[config.mk]
export PLATFORM = sky130hd
export DESIGN_NAME = radix_string_converter_top
export DESIGN_NICKNAME = d
export VERILOG_FILES = /design/src/rtl/rsc_pkg.sv /design/src/rtl/rsc_sequencer.sv /design/src/rtl/rsc_datapath.sv /design/src/rtl/radix_string_converter_top.sv
export SDC_FILE = /design/constraint.sdc
export NUM_CORES = 2
export LEC_CHECK = 0
export ABC_AREA = 1
export BUFFER_PORTS_ARGS = -buffer_cell sky130_fd_sc_hd__buf_2
export CORE_MARGIN = 10
export CORE_UTILIZATION = 55
export CTS_BUF_LIST = sky130_fd_sc_hd__clkbuf_2 sky130_fd_sc_hd__clkbuf_4 sky130_fd_sc_hd__clkbuf_8
export CTS_CLUSTER_DIAMETER = 200
export DETAILED_ROUTE_END_ITERATION = 8
export PLACE_DENSITY = 0.76
export REMOVE_ABC_BUFFERS = 1
export SLEW_MARGIN = 15
export SYNTH_ARGS = -nofsm -noshare
export SYNTH_HDL_FRONTEND = slang
export SYNTH_SLANG_ARGS = --single-unit
[constraint.sdc]
create_clock -name clk -period 6.05 [get_ports clk]
set_input_delay 1.21 -clock clk [delete_from_list [all_inputs] [get_ports clk]]
set_output_delay 1.21 -clock clk [all_outputs]
set_load 0.03 [all_outputs]
[src/rtl/rsc_pkg.sv]
// ----------------------------------------------------------------------------
// rsc_pkg
// Shared types, constants, microcode table and character tables for the
// radix string converter.
// ----------------------------------------------------------------------------
package rsc_pkg;

  localparam int ACC_WIDTH   = 64;
  localparam int DIGIT_SLOTS = 64;

  localparam int SLOT_AW  = $clog2(DIGIT_SLOTS);
  localparam int CNT_W    = $clog2(DIGIT_SLOTS + 1);
  localparam int BIT_W    = $clog2(ACC_WIDTH);
  localparam int DIGIT_W  = 6;
  localparam int IN_RAD_W = 6;
  localparam int RADIX_W  = 7;
  localparam int CFG_IDX_W = 2;
  localparam int UPC_W    = 4;

  localparam logic [7:0] SYM_MINUS = 8'd45;

  localparam logic [CFG_IDX_W-1:0] REG_INPUT_RADIX  = CFG_IDX_W'(0);
  localparam logic [CFG_IDX_W-1:0] REG_OUTPUT_RADIX = CFG_IDX_W'(1);

  localparam logic [IN_RAD_W-1:0] INPUT_RADIX_RST  = IN_RAD_W'(10);
  localparam logic [RADIX_W-1:0]  OUTPUT_RADIX_RST = RADIX_W'(16);
  localparam logic [RADIX_W-1:0]  RADIX_MIN        = RADIX_W'(2);
  localparam logic [RADIX_W-1:0]  RADIX_MAX        = RADIX_W'(64);

  // microcode step addresses
  localparam logic [UPC_W-1:0] UPC_IDLE      = UPC_W'(0);
  localparam logic [UPC_W-1:0] UPC_HORNER    = UPC_W'(1);
  localparam logic [UPC_W-1:0] UPC_CONV_INIT = UPC_W'(2);
  localparam logic [UPC_W-1:0] UPC_DIV_START = UPC_W'(3);
  localparam logic [UPC_W-1:0] UPC_DIV_BIT   = UPC_W'(4);
  localparam logic [UPC_W-1:0] UPC_DIV_STORE = UPC_W'(5);
  localparam logic [UPC_W-1:0] UPC_EMIT_RD   = UPC_W'(6);
  localparam logic [UPC_W-1:0] UPC_EMIT_OUT  = UPC_W'(7);
  localparam logic [UPC_W-1:0] UPC_FINISH    = UPC_W'(8);

  typedef enum logic [2:0] {
    OP_NOP,
    OP_HORNER,
    OP_CONV_INIT,
    OP_DIV_START,
    OP_DIV_BIT,
    OP_DIV_STORE,
    OP_EMIT_RD,
    OP_EMIT_OUT
  } rsc_op_t;

  typedef enum logic [2:0] {
    COND_NEXT,
    COND_ALWAYS,
    COND_NO_START,
    COND_NOT_LAST,
    COND_DIV_RUN,
    COND_MORE_DIG,
    COND_EMIT_MORE
  } rsc_cond_t;

  typedef struct packed {
    rsc_op_t          op;
    rsc_cond_t        cond;
    logic [UPC_W-1:0] target;
  } rsc_uword_t;

  typedef struct packed {
    rsc_op_t op;
    logic    accept;
    logic    finish;
  } rsc_ctrl_t;

  typedef struct packed {
    logic last_sym;
    logic div_run;
    logic more_dig;
    logic emit_more;
  } rsc_stat_t;

  typedef struct packed {
    logic [7:0] symbol;
    logic       last_symbol;
  } rsc_in_t;

  typedef struct packed {
    logic [7:0] out_char;
    logic       negative;
    logic       last_char;
  } rsc_out_t;

  // control store
  function automatic rsc_uword_t ucode_rom(input logic [UPC_W-1:0] upc);
    rsc_uword_t w;
    case (upc)
      UPC_IDLE:      w = '{OP_NOP,       COND_NO_START,  UPC_IDLE};
      UPC_HORNER:    w = '{OP_HORNER,    COND_NOT_LAST,  UPC_IDLE};
      UPC_CONV_INIT: w = '{OP_CONV_INIT, COND_NEXT,      UPC_IDLE};
      UPC_DIV_START: w = '{OP_DIV_START, COND_NEXT,      UPC_IDLE};
      UPC_DIV_BIT:   w = '{OP_DIV_BIT,   COND_DIV_RUN,   UPC_DIV_BIT};
      UPC_DIV_STORE: w = '{OP_DIV_STORE, COND_MORE_DIG,  UPC_DIV_START};
      UPC_EMIT_RD:   w = '{OP_EMIT_RD,   COND_NEXT,      UPC_IDLE};
      UPC_EMIT_OUT:  w = '{OP_EMIT_OUT,  COND_EMIT_MORE, UPC_EMIT_RD};
      UPC_FINISH:    w = '{OP_NOP,       COND_ALWAYS,    UPC_IDLE};
      default:       w = '{OP_NOP,       COND_ALWAYS,    UPC_IDLE};
    endcase
    return w;
  endfunction

  // character to digit value; below '0' the value goes negative and wraps
  function automatic logic signed [8:0] digit_value(input logic [7:0] c);
    logic [8:0] d;
    if (c > 8'd96) begin
      d = {1'b0, c} - 9'd61;
    end else if (c > 8'd64) begin
      d = {1'b0, c} - 9'd55;
    end else begin
      d = {1'b0, c} - 9'd48;
    end
    return signed'(d);
  endfunction

  // 0-9 A-Z a-z then underscore
  function automatic logic [7:0] std_char(input logic [DIGIT_W-1:0] d);
    logic [7:0] c;
    if (d < 6'd10) begin
      c = 8'd48 + {2'b00, d};
    end else if (d < 6'd36) begin
      c = 8'd55 + {2'b00, d};
    end else if (d < 6'd62) begin
      c = 8'd61 + {2'b00, d};
    end else begin
      c = 8'd95;
    end
    return c;
  endfunction

  // base64 alphabet
  function automatic logic [7:0] b64_char(input logic [DIGIT_W-1:0] d);
    logic [7:0] c;
    if (d < 6'd26) begin
      c = 8'd65 + {2'b00, d};
    end else if (d < 6'd52) begin
      c = 8'd71 + {2'b00, d};
    end else if (d < 6'd62) begin
      c = {2'b00, d} - 8'd4;
    end else if (d == 6'd62) begin
      c = 8'd43;
    end else begin
      c = 8'd47;
    end
    return c;
  endfunction

endpackage

[src/rtl/rsc_sequencer.sv]
// ----------------------------------------------------------------------------
// rsc_sequencer
// Step counter over the control store, with conditional jumps on datapath
// status and on the start input.
// ----------------------------------------------------------------------------
module rsc_sequencer
  import rsc_pkg::*;
(
  input  logic      clk,
  input  logic      rst_n,
  input  logic      start,
  input  rsc_stat_t stat,
  output logic      busy,
  output rsc_ctrl_t ctrl
);

  logic [UPC_W-1:0] upc_r;
  logic [UPC_W-1:0] upc_nxt;
  rsc_uword_t       uword;
  logic             take;

  assign uword = ucode_rom(upc_r);
  assign busy  = (upc_r != UPC_IDLE);

  always_comb begin
    case (uword.cond)
      COND_NEXT:      take = 1'b0;
      COND_ALWAYS:    take = 1'b1;
      COND_NO_START:  take = !start;
      COND_NOT_LAST:  take = !stat.last_sym;
      COND_DIV_RUN:   take = stat.div_run;
      COND_MORE_DIG:  take = stat.more_dig;
      COND_EMIT_MORE: take = stat.emit_more;
      default:        take = 1'b1;
    endcase
    upc_nxt     = take ? uword.target : upc_r + UPC_W'(1);
    ctrl.op     = uword.op;
    ctrl.accept = (upc_r == UPC_IDLE) && start;
    ctrl.finish = (upc_r == UPC_FINISH);
  end

  always_ff @(posedge clk) begin
    if (!rst_n) begin
      upc_r <= UPC_IDLE;
    end else begin
      upc_r <= upc_nxt;
    end
  end

endmodule

[src/rtl/rsc_datapath.sv]
// ----------------------------------------------------------------------------
// rsc_datapath
// Horner accumulator, bit-serial divider, digit store and output register.
// ----------------------------------------------------------------------------
module rsc_datapath
  import rsc_pkg::*;
(
  input  logic                clk,
  input  logic                rst_n,
  input  rsc_ctrl_t           ctrl,
  input  rsc_in_t             in_data,
  input  logic [IN_RAD_W-1:0] in_radix,
  input  logic [RADIX_W-1:0]  out_radix,
  output rsc_stat_t           stat,
  output logic                out_valid,
  output rsc_out_t            out_data
);

  logic [7:0]           sym_r;
  logic                 last_r;
  logic [ACC_WIDTH-1:0] acc_r;
  logic [ACC_WIDTH-1:0] acc_nxt;
  logic                 sign_r;
  logic                 first_r;
  logic [ACC_WIDTH-1:0] quo_r;
  logic [RADIX_W-1:0]   rem_r;
  logic [RADIX_W-1:0]   radix_r;
  logic                 is64_r;
  logic [BIT_W-1:0]     bit_r;
  logic [CNT_W-1:0]     cnt_r;
  logic [CNT_W-1:0]     cnt_dec;
  logic [DIGIT_W-1:0]   rd_r;
  logic [DIGIT_W-1:0]   mem [DIGIT_SLOTS];
  logic [RADIX_W-1:0]   trial;
  logic                 fits;
  logic [RADIX_W-1:0]   radix_clamp;
  logic                 out_valid_r;
  rsc_out_t             out_r;

  // horner step, multiplier is narrow on one side
  assign acc_nxt = acc_r * {{(ACC_WIDTH - IN_RAD_W){1'b0}}, in_radix}
                 + ACC_WIDTH'(digit_value(sym_r));

  // restoring division, one quotient bit per cycle
  assign trial = {rem_r[RADIX_W-2:0], quo_r[ACC_WIDTH-1]};
  assign fits  = (trial >= radix_r);

  assign cnt_dec = cnt_r - CNT_W'(1);

  always_comb begin
    if (out_radix < RADIX_MIN) begin
      radix_clamp = RADIX_MIN;
    end else if (out_radix > RADIX_MAX) begin
      radix_clamp = RADIX_MAX;
    end else begin
      radix_clamp = out_radix;
    end
  end

  assign stat.last_sym  = last_r;
  assign stat.div_run   = (bit_r != BIT_W'(ACC_WIDTH - 1));
  assign stat.more_dig  = (quo_r != '0) && (cnt_r != CNT_W'(DIGIT_SLOTS - 1));
  assign stat.emit_more = (cnt_r != '0);

  // control state
  always_ff @(posedge clk) begin
    if (!rst_n) begin
      acc_r       <= '0;
      sign_r      <= 1'b0;
      first_r     <= 1'b1;
      cnt_r       <= '0;
      out_valid_r <= 1'b0;
    end else begin
      out_valid_r <= (ctrl.op == OP_EMIT_OUT);
      case (ctrl.op)
        OP_HORNER: begin
          if (first_r && (sym_r == SYM_MINUS)) begin
            sign_r <= 1'b1;
          end else begin
            acc_r <= acc_nxt;
          end
          first_r <= 1'b0;
        end
        OP_CONV_INIT: begin
          acc_r <= '0;
          cnt_r <= '0;
        end
        OP_DIV_STORE: cnt_r <= cnt_r + CNT_W'(1);
        OP_EMIT_RD:   cnt_r <= cnt_dec;
        default: ;
      endcase
      if (ctrl.finish) begin
        sign_r  <= 1'b0;
        first_r <= 1'b1;
        cnt_r   <= '0;
      end
    end
  end

  // payload
  always_ff @(posedge clk) begin
    if (ctrl.accept) begin
      sym_r  <= in_data.symbol;
      last_r <= in_data.last_symbol;
    end
    case (ctrl.op)
      OP_CONV_INIT: begin
        quo_r   <= acc_r;
        radix_r <= radix_clamp;
        is64_r  <= (radix_clamp == RADIX_MAX);
      end
      OP_DIV_START: begin
        rem_r <= '0;
        bit_r <= '0;
      end
      OP_DIV_BIT: begin
        rem_r <= fits ? trial - radix_r : trial;
        quo_r <= {quo_r[ACC_WIDTH-2:0], fits};
        bit_r <= bit_r + BIT_W'(1);
      end
      OP_EMIT_OUT: begin
        out_r.out_char  <= is64_r ? b64_char(rd_r) : std_char(rd_r);
        out_r.negative  <= sign_r;
        out_r.last_char <= (cnt_r == '0);
      end
      default: ;
    endcase
  end

  // digit store
  always_ff @(posedge clk) begin
    if (ctrl.op == OP_DIV_STORE) begin
      mem[cnt_r[SLOT_AW-1:0]] <= rem_r[DIGIT_W-1:0];
    end
    if (ctrl.op == OP_EMIT_RD) begin
      rd_r <= mem[cnt_dec[SLOT_AW-1:0]];
    end
  end

  assign out_valid = out_valid_r;
  assign out_data  = out_r;

`ifndef SYNTHESIS
  a_strobe_src: assert property (@(posedge clk) disable iff (!rst_n)
    out_valid_r |-> $past(ctrl.op == OP_EMIT_OUT))
    else $error("result strobe without emit step");

  a_rem_bound: assert property (@(posedge clk) disable iff (!rst_n)
    $past(ctrl.op == OP_DIV_BIT) |-> (rem_r < radix_r))
    else $error("remainder not below radix");

  a_cnt_bound: assert property (@(posedge clk) disable iff (!rst_n)
    cnt_r <= CNT_W'(DIGIT_SLOTS))
    else $error("digit count beyond store depth");

  a_idle_clean: assert property (@(posedge clk) disable iff (!rst_n)
    ctrl.accept |-> (cnt_r == '0))
    else $error("request taken with digits pending");
`endif

endmodule

[src/rtl/radix_string_converter_top.sv]
// ----------------------------------------------------------------------------
// radix_string_converter_top
// Takes a numeral one character per request, accumulates it by Horner's rule
// and emits it again in the output radix, most significant digit first.
// ----------------------------------------------------------------------------
// a request without last_symbol passes the accept and horner steps, then idles
// last request: accept, horner, init; per digit a division start, one quotient
//   bit a cycle through the 64 bit word and a store; then read and output steps
//   per digit, then finish; longest is radix 2, 64 digits, before busy drops
// results come as one-cycle out_valid strobes; the receiver cannot stall
// synchronous active-low reset: radixes return to 10 and 16, numeral cleared
module radix_string_converter_top
  import rsc_pkg::*;
(
  input  logic                 clk,
  input  logic                 rst_n,
  // request channel
  input  logic                 start,
  output logic                 busy,
  input  rsc_in_t              in_data,
  // result channel
  output logic                 out_valid,
  output rsc_out_t             out_data,
  // configuration
  input  logic                 cfg_we,
  input  logic [CFG_IDX_W-1:0] cfg_index,
  input  logic [RADIX_W-1:0]   cfg_wdata
);

  logic [IN_RAD_W-1:0] in_radix_r;
  logic [RADIX_W-1:0]  out_radix_r;
  rsc_ctrl_t           ctrl;
  rsc_stat_t           stat;

  // configuration registers, unknown indexes are dropped
  always_ff @(posedge clk) begin
    if (!rst_n) begin
      in_radix_r  <= INPUT_RADIX_RST;
      out_radix_r <= OUTPUT_RADIX_RST;
    end else if (cfg_we) begin
      case (cfg_index)
        REG_INPUT_RADIX:  in_radix_r  <= cfg_wdata[IN_RAD_W-1:0];
        REG_OUTPUT_RADIX: out_radix_r <= cfg_wdata;
        default: ;
      endcase
    end
  end

  // step counter and control store
  rsc_sequencer u_seq (
    .clk   (clk),
    .rst_n (rst_n),
    .start (start),
    .stat  (stat),
    .busy  (busy),
    .ctrl  (ctrl)
  );

  // accumulator, divider, digit store and result register
  rsc_datapath u_dp (
    .clk       (clk),
    .rst_n     (rst_n),
    .ctrl      (ctrl),
    .in_data   (in_data),
    .in_radix  (in_radix_r),
    .out_radix (out_radix_r),
    .stat      (stat),
    .out_valid (out_valid),
    .out_data  (out_data)
  );

endmodule

After elaboration in Yosys (flattened, before gate mapping)
Memory sizes are Yosys's and may differ from the RTL's. A register that Yosys moved wholly into a read port is not among the register bits.
Cells that the tools add are included.
{ "classes": {"reduce_logical": 21, "n_addsub": 15, "n_eq_ne": 20, "muxes": 24, "n_mul": 1, "order_cmp": 10, "n_bitwise": 1} }
{ "ops": {"columns": ["op", "count"], "rows": [
  ["$pmux W64 S2", 2],
  ["$add A64 B64 Y64", 1],
  ["$mul A64 B6 Y64", 1],
  ["$mux W64", 1],
  ["$reduce_bool A64 Y1", 1],
  ["$mux W8", 7],
  ["$sub A8 B6 Y9 const B", 3],
  ["$pmux W6 S2", 2],
  ["$add A6 B6 Y7 const A", 3],
  ["$eq A3 B3 Y1 const B", 7],
  ["$pmux W7 S3", 1],
  ["$lt A6 B6 Y1 const B", 3],
  ["$mux W9", 2],
  ["$add A7 B6 Y8 const A", 2],
  ["$gt A8 B7 Y1 const B", 2],
  ["$mux W7", 2],
  ["$eq A3 B2 Y1 const B", 4],
  ["$eq A8 B6 Y1 const B", 1],
  ["$mux W4", 2],
  ["$reduce_and A2 Y1", 4],
  ["$add A7 B1 Y7 const B", 1],
  ["$eq A7 B7 Y1 const B", 1],
  ["$ge A7 B7 Y1", 1],
  ["$gt A7 B7 Y1 const B", 1],
  ["other kinds (31)", 37]
]} }
{ "totals": {"romBits": 144, "output_inout_bits": 12, "ramBits": 384, "memories": 2, "ff_bits": 194} }
{ "mem_list": {"columns": ["name", "depth", "word_bits", "read_ports", "rd_ports_with_merged_regs", "wr", "line", "source"], "rows": [
  ["u_dp.mem", 64, 6, 1, 1, 1, "rsc_datapath.sv:33", "logic [DIGIT_W-1:0] mem [DIGIT_SLOTS];"],
  ["(no name shown)", 16, 9, 1, 1, 0, "rsc_pkg.sv:95", "case (upc)"]
]} }

Depth between registers and ports, before layout
{ "depth": {"depth_word": 6, "ltp_mapped": 26} }

By module
A second synthesis with hierarchy kept.
{ "hier_totals": {"cells_unflattened": 4654, "area_unflattened_um2": 40361.2} }
{ "modules_own_cells": {"columns": ["mod", "cells_per_inst", "area_per_inst_um2", "instances"], "rows": [
  ["rsc_datapath", 4490, 39135.0, 1],
  ["rsc_sequencer", 84, 675.6, 1],
  ["radix_string_converter_top", 80, 550.5, 1]
]} }

Least setup slack after synthesis
OpenSTA, ideal clock, no wires.
{ "synth_timing": {"path_type": "reg-to-reg", "start": "register in_radix_r[5]", "end": "register u_dp.acc_r[28]", "setup_slack_ps": 1211, "t_arrival_ps": 4706, "path_stages_with_launch": 24, "t_required_ps": 5918, "cell_sequence": "dfxtp_1 -> clkbuf_1 -> clkbuf_1 -> buf_1 -> nand2_1 -> fa_1 -> fa_1 -> inv_1 -> fa_1 -> inv_1 -> fa_1 -> inv_1 -> ha_1 -> nand2_1 -> nand2_1 -> a21oi_1 -> nand2_2 -> nand2_1 -> nand2_1 -> nand2_1 -> nand2_1 -> or2_2 -> nand3_1 -> a21oi_1"} }
{ "synth_via": {"elab_chain_cells": 4} }
{ "synth_lines": {"columns": ["item", "line", "source"], "rows": [
  ["start: declaration", "radix_string_converter_top.sv:30", "logic [IN_RAD_W-1:0] in_radix_r;"],
  ["start signal: assignment", "radix_string_converter_top.sv:42", "REG_INPUT_RADIX: in_radix_r <= cfg_wdata[IN_RAD_W-1:0];"],
  ["$mul A64 B6 Y64", "rsc_datapath.sv:41", "assign acc_nxt = acc_r * {{(ACC_WIDTH - IN_RAD_W){1'b0}}, in_radix}"],
  ["$add A64 B64 Y64", "rsc_datapath.sv:42", "+ ACC_WIDTH'(digit_value(sym_r));"],
  ["$mux W64", "rsc_datapath.sv:77", "if (first_r && (sym_r == SYM_MINUS)) begin"],
  ["$pmux W64 S2", "rsc_datapath.sv:75", "case (ctrl.op)"],
  ["end signal: assignment", "rsc_datapath.sv:80", "acc_r <= acc_nxt;"],
  ["end: declaration", "rsc_datapath.sv:21", "logic [ACC_WIDTH-1:0] acc_r;"]
]} }
Every way passes these cells. The select of a mux whose other input is x is not followed.
A chain may end at the register's enable or synchronous reset.

Worst setup path in the final report
{ "layout_timing": {"start": "register in_radix_r[0]", "end": "register u_dp.acc_r[60]"} }
The elaborated chain is that of the path after synthesis.

==> results.txt <==
----------------------------------------------------
[Outcome]
  Run status ... finished clean

[Flow run]
  Max-capacitance violation count ... 0

[Timing]
  Final worst path period share ... 91.9%
  Final hold violations ... 0
  Post-route worst setup slack ... 0.491 ns
  Crit path time final ... 5.56 ns
  Setup repair after global routing missed its margin ... no
  Final-report max-slew violation count ... 0
  Worst Max-Slew Pin Slew ... 1.16 ns
  Relative max-transition margin ... 21.8%
  Final Setup Violations ... 0
  Maximum operating frequency ... 0.180 GHz
  Final clock skew ... 0.0627 ns

[Min path]
  Worst hold stages ... 2
  Worst min-delay path endpoint ... u_dp.first_r
  Class of the tightest hold or removal check ... reg -> reg
  Start point of the worst hold path ... u_dp.first_r

[Yosys]
  Syn avg cell area ... 8.60 µm²
  Count of different cell masters after synthesis ... 58
  Post-synth top area cell ... sky130_fd_sc_hd__edfxtp_1
  Main flop type after synthesis ... sky130_fd_sc_hd__edfxtp_1
  Async set-reset flop share out of synthesis ... 0%
  Most frequently used cell type in the post-synthesis netlist ... sky130_fd_sc_hd__nand2_1
  Gate count after technology mapping ... 4,714
  Largest cells by area after synthesis ... sky130_fd_sc_hd__edfxtp_1 37%, sky130_fd_sc_hd__fa_1 15%, sky130_fd_sc_hd__nand2_1 11%, sky130_fd_sc_hd__inv_1 7.8%, sky130_fd_sc_hd__dfxtp_1 4.9%
  Flip-flop and latch count after synthesis ... 593
  Combined area of all synthesized cells ... 40,500 µm²
  Number of synthesized flops with an enable pin ... 493
  Top cells by instance count after synthesis ... 1,142 x sky130_fd_sc_hd__nand2_1, 842 x sky130_fd_sc_hd__inv_1, 493 x sky130_fd_sc_hd__edfxtp_1
  Synth warnings ... 0
  Sequential share of the synthesized area ... 41.5%
  Proportion of netlist area held by the largest area contributor ... 36.5%

[Clocking]
  TritonCTS Buffers ... 100
  Total of hold buffers inserted after clock tree synthesis ... 0
  Number of H-tree levels ... 3
  Clock Latency Late Sink ... 0.75 ns
  Worst-case clock buffer depth ... 3
  Quantity of gates resized following cts ... 0
  Total setup buffers inserted after CTS ... 0
  Sink count of the clock tree ... 593
  Clock tree from TritonCTS ... done
  Cell at the root of the clock tree ... sky130_fd_sc_hd__clkbuf_8
  Clock transition at the registers of the reported paths ... 0.06 ns

[Routing]
  First drt pass iteration count ... 5
  Average wire per standard cell ... 18.7 µm
  Vias per inst ... 5.55
  Post-DRT Antenna Nets ... 0
  Detailed-route via count ... 31,601
  Post-route DRC ... 0
  Count of routing violations after the opening detailed-route iteration ... 2,952
  Drt total wl ... 107,000 µm

[Floorplan]
  Boundary pin count ... 34
  Area inside the core boundary ... 73,000 µm²
  Placement row count ... 99
  Die height ... 291 µm
  Initial cell density of the core ... 55.6%
  Die extent in x ... 291 µm
  Overall die area ... 85,000 µm²

[Power and ir drop]
  Switching power as a share of total power ... 43.7%
  Fraction of power consumed by combinational cells ... 45.3%
  Register share of total power ... 32.7%
  Power density normalized to cell area ... 408 nW/µm²
  Power share of the clock group ... 22.0%
  Maximum ir drop on the vdd rail ... 0.306 mV
  Standby leakage power ... 21.0 nW
  Cell Int Power ... 9.97 mW
  Psw ... 7.73 mW

[Global route]
  Wire length of the first global-routing pass ... 171,000 µm
  Initial antenna violation count ... 1
  GRT Residual Overflow ... 0
  GRT Util Overall ... 24.9%
  Via count of the first global-routing pass ... 31,242
  Largest net degree at the start of global routing ... 84

[Layout]
  Number of nets in the final layout ... 5,077
  Sequential cell area ... 16,800 µm²
  Share of final-layout standard cells stronger than drive strength 1 ... 6.69%
  Finished Cell Area ... 43,300 µm²
  Area occupied by multi-input gates ... 19,500 µm²
  Filler Cell Count ... 6,365
  Layout overhead on the synthesized area ... 6.94%

[Setup path]
  Critical path class ... reg -> reg
  Worst flop-to-flop path endpoint ... u_dp.acc_r[60]
  WP data arrival ... 6.11 ns
  Sort of element at the start of the critical path ... register
  Startpoint of the worst register-to-register path ... in_radix_r[0]
  Worst endpoint required time ... 6.60 ns
  Reg-to-reg slack, setup ... 0.49 ns
  Reg2Reg Depth ... 17
  Endpoint class of the critical path ... register
  CP max FO ... 46

[Place]
  Pre-CTS setup slack ... 0.675 ns
  Placement Cell Area ... 41,200 µm²
  Post-detail-place hpwl ... 75,400 µm
  GP Congestion ... 0.998
  Count of port buffers added during placement ... 33

----------------------------------------------------
critical path, cell delays in order, from the launching register on:
cell and delay (ns):
sky130_fd_sc_hd__dfxtp_2 0.66, sky130_fd_sc_hd__buf_12 0.29, sky130_fd_sc_hd__nand2_1 0.14, sky130_fd_sc_hd__fa_1 0.56
sky130_fd_sc_hd__inv_1 0.06, sky130_fd_sc_hd__fa_1 0.56, sky130_fd_sc_hd__fa_1 0.46, sky130_fd_sc_hd__fa_1 0.50
sky130_fd_sc_hd__ha_1 0.46, sky130_fd_sc_hd__nand2_1 0.14, sky130_fd_sc_hd__nor2_1 0.20, sky130_fd_sc_hd__nand3_1 0.25
sky130_fd_sc_hd__nor4_1 0.40, sky130_fd_sc_hd__nand2_1 0.26, sky130_fd_sc_hd__nand2_1 0.13, sky130_fd_sc_hd__nand2_1 0.05
sky130_fd_sc_hd__nand3_1 0.09, sky130_fd_sc_hd__a21oi_1 0.08
per-layer routing:
layer,routed length (µm),global-route usage (%),vias up
met4,4050,10.0,0
met3,7060,3.28,234
li1,-,-,14893
met1,44900,33.4,15218
met2,50700,40.7,1256
met5,0,0,-
cells in the final DEF, fill, tap and decap left out, types with 15 or more instances in the layout:
| master | synthesis | routed |
|---|---|---|
| sky130_fd_sc_hd__nand2_1 | 1142 | 1141 |
| sky130_fd_sc_hd__inv_1 | 842 | 841 |
| sky130_fd_sc_hd__edfxtp_1 | 493 | 493 |
| sky130_fd_sc_hd__nor2_1 | 462 | 462 |
| sky130_fd_sc_hd__o21ai_0 | 305 | 305 |
| sky130_fd_sc_hd__fa_1 | 298 | 298 |
| sky130_fd_sc_hd__a21oi_1 | 180 | 180 |
| sky130_fd_sc_hd__nand3_1 | 155 | 155 |
| sky130_fd_sc_hd__clkbuf_8 | 0 | 105 |
| sky130_fd_sc_hd__ha_1 | 102 | 101 |
| sky130_fd_sc_hd__dfxtp_1 | 100 | 93 |
| sky130_fd_sc_hd__o211ai_1 | 67 | 67 |
| sky130_fd_sc_hd__nand4_1 | 47 | 47 |
| sky130_fd_sc_hd__mux2i_1 | 34 | 34 |
| sky130_fd_sc_hd__buf_2 | 91 | 33 |
| sky130_fd_sc_hd__o22ai_1 | 30 | 30 |
| sky130_fd_sc_hd__nor3_1 | 29 | 28 |
| sky130_fd_sc_hd__clkinv_1 | 3 | 25 |
| sky130_fd_sc_hd__clkbuf_4 | 0 | 24 |
| sky130_fd_sc_hd__o21ai_1 | 21 | 21 |
| sky130_fd_sc_hd__buf_4 | 7 | 20 |
| sky130_fd_sc_hd__inv_2 | 19 | 19 |
| sky130_fd_sc_hd__xor2_1 | 19 | 19 |
| sky130_fd_sc_hd__clkinv_2 | 0 | 18 |
| sky130_fd_sc_hd__o221ai_1 | 17 | 17 |
| sky130_fd_sc_hd__o32ai_1 | 15 | 15 |
power by group through the flow:
stage / clock [mW] / sequential, mW / combinational [mW]
after detailed placement: 0 / 5.85 / 7.86
after CTS: 3.94 / 5.77 / 7.96
after global placement: 0 / 5.83 / 7.74
after floorplan: 0 / 5.83 / 5.37
after global routing: 4.12 / 5.84 / 8.94
final: 3.90 / 5.79 / 8.02
worst max-delay path by stage:
stage | from | to | slack [ns] | cells past startpoint
CTS | in_radix_r[0] | u_dp.acc_r[60] | 0.60 | 16
global route | in_radix_r[1] | u_dp.acc_r[38] | 0.34 | 19
detailed placement | in_radix_r[0] | u_dp.acc_r[60] | 0.67 | 16
floorplan | u_dp.cnt_r[0] | u_dp.rd_r[1] | -4.22 | 8
global placement | in_radix_r[0] | u_dp.acc_r[60] | 0.71 | 17
finish | in_radix_r[0] | u_dp.acc_r[60] | 0.49 | 17
cells by family after synthesis:
family	count (synthesis)	synth area share (%)
flops	593	41.5
xor+xnor	27	0.667
compound gates	664	9.21
mux	34	0.840
simple gates	1910	19.4
buf+inv	1086	10.6
fa+ha+maj	400	17.9
flip-flops by register name, summed over array words and instances, names as in the netlist, 7 cells and up:
name	flops
u_dp.cnt_r	7
out_radix_r	7
u_seq.uword	9
u_dp.acc_r	64
u_dp.mem	384
u_dp.radix_r	7
u_dp.sym_r	8
u_dp.out_data	10
u_dp.quo_r	64
cell type report:
class	instances	area share (%)
sequential	593	38.8
inverter	864	7.49
clock inverter	57	1.21
tap	959	2.77
multi-input combinational	3035	44.9
antenna	1	0.00577
clock buffer	129	3.75
timing repair buffer	61	1.10
stage by stage:
step | hold WS (ns) | power (mW) | util (%) | setup TNS [ns] | cells
2_1_floorplan | 0.409 | 11.2 | - | -404.85 | 4492
3_3_place_gp | 0.440 | 13.6 | 56.5 | 0 | 5512
3_5_place_dp | 0.441 | 13.7 | 56.5 | 0 | 5512
4_1_cts | 0.465 | 17.7 | 59.4 | 0 | 5698
5_1_grt | 0.495 | 18.9 | 59.4 | 0 | 5699
6_report | 0.464 | 17.7 | 59.4 | 0 | 5699
No activity file was read; power rests on OpenSTA's default activity.
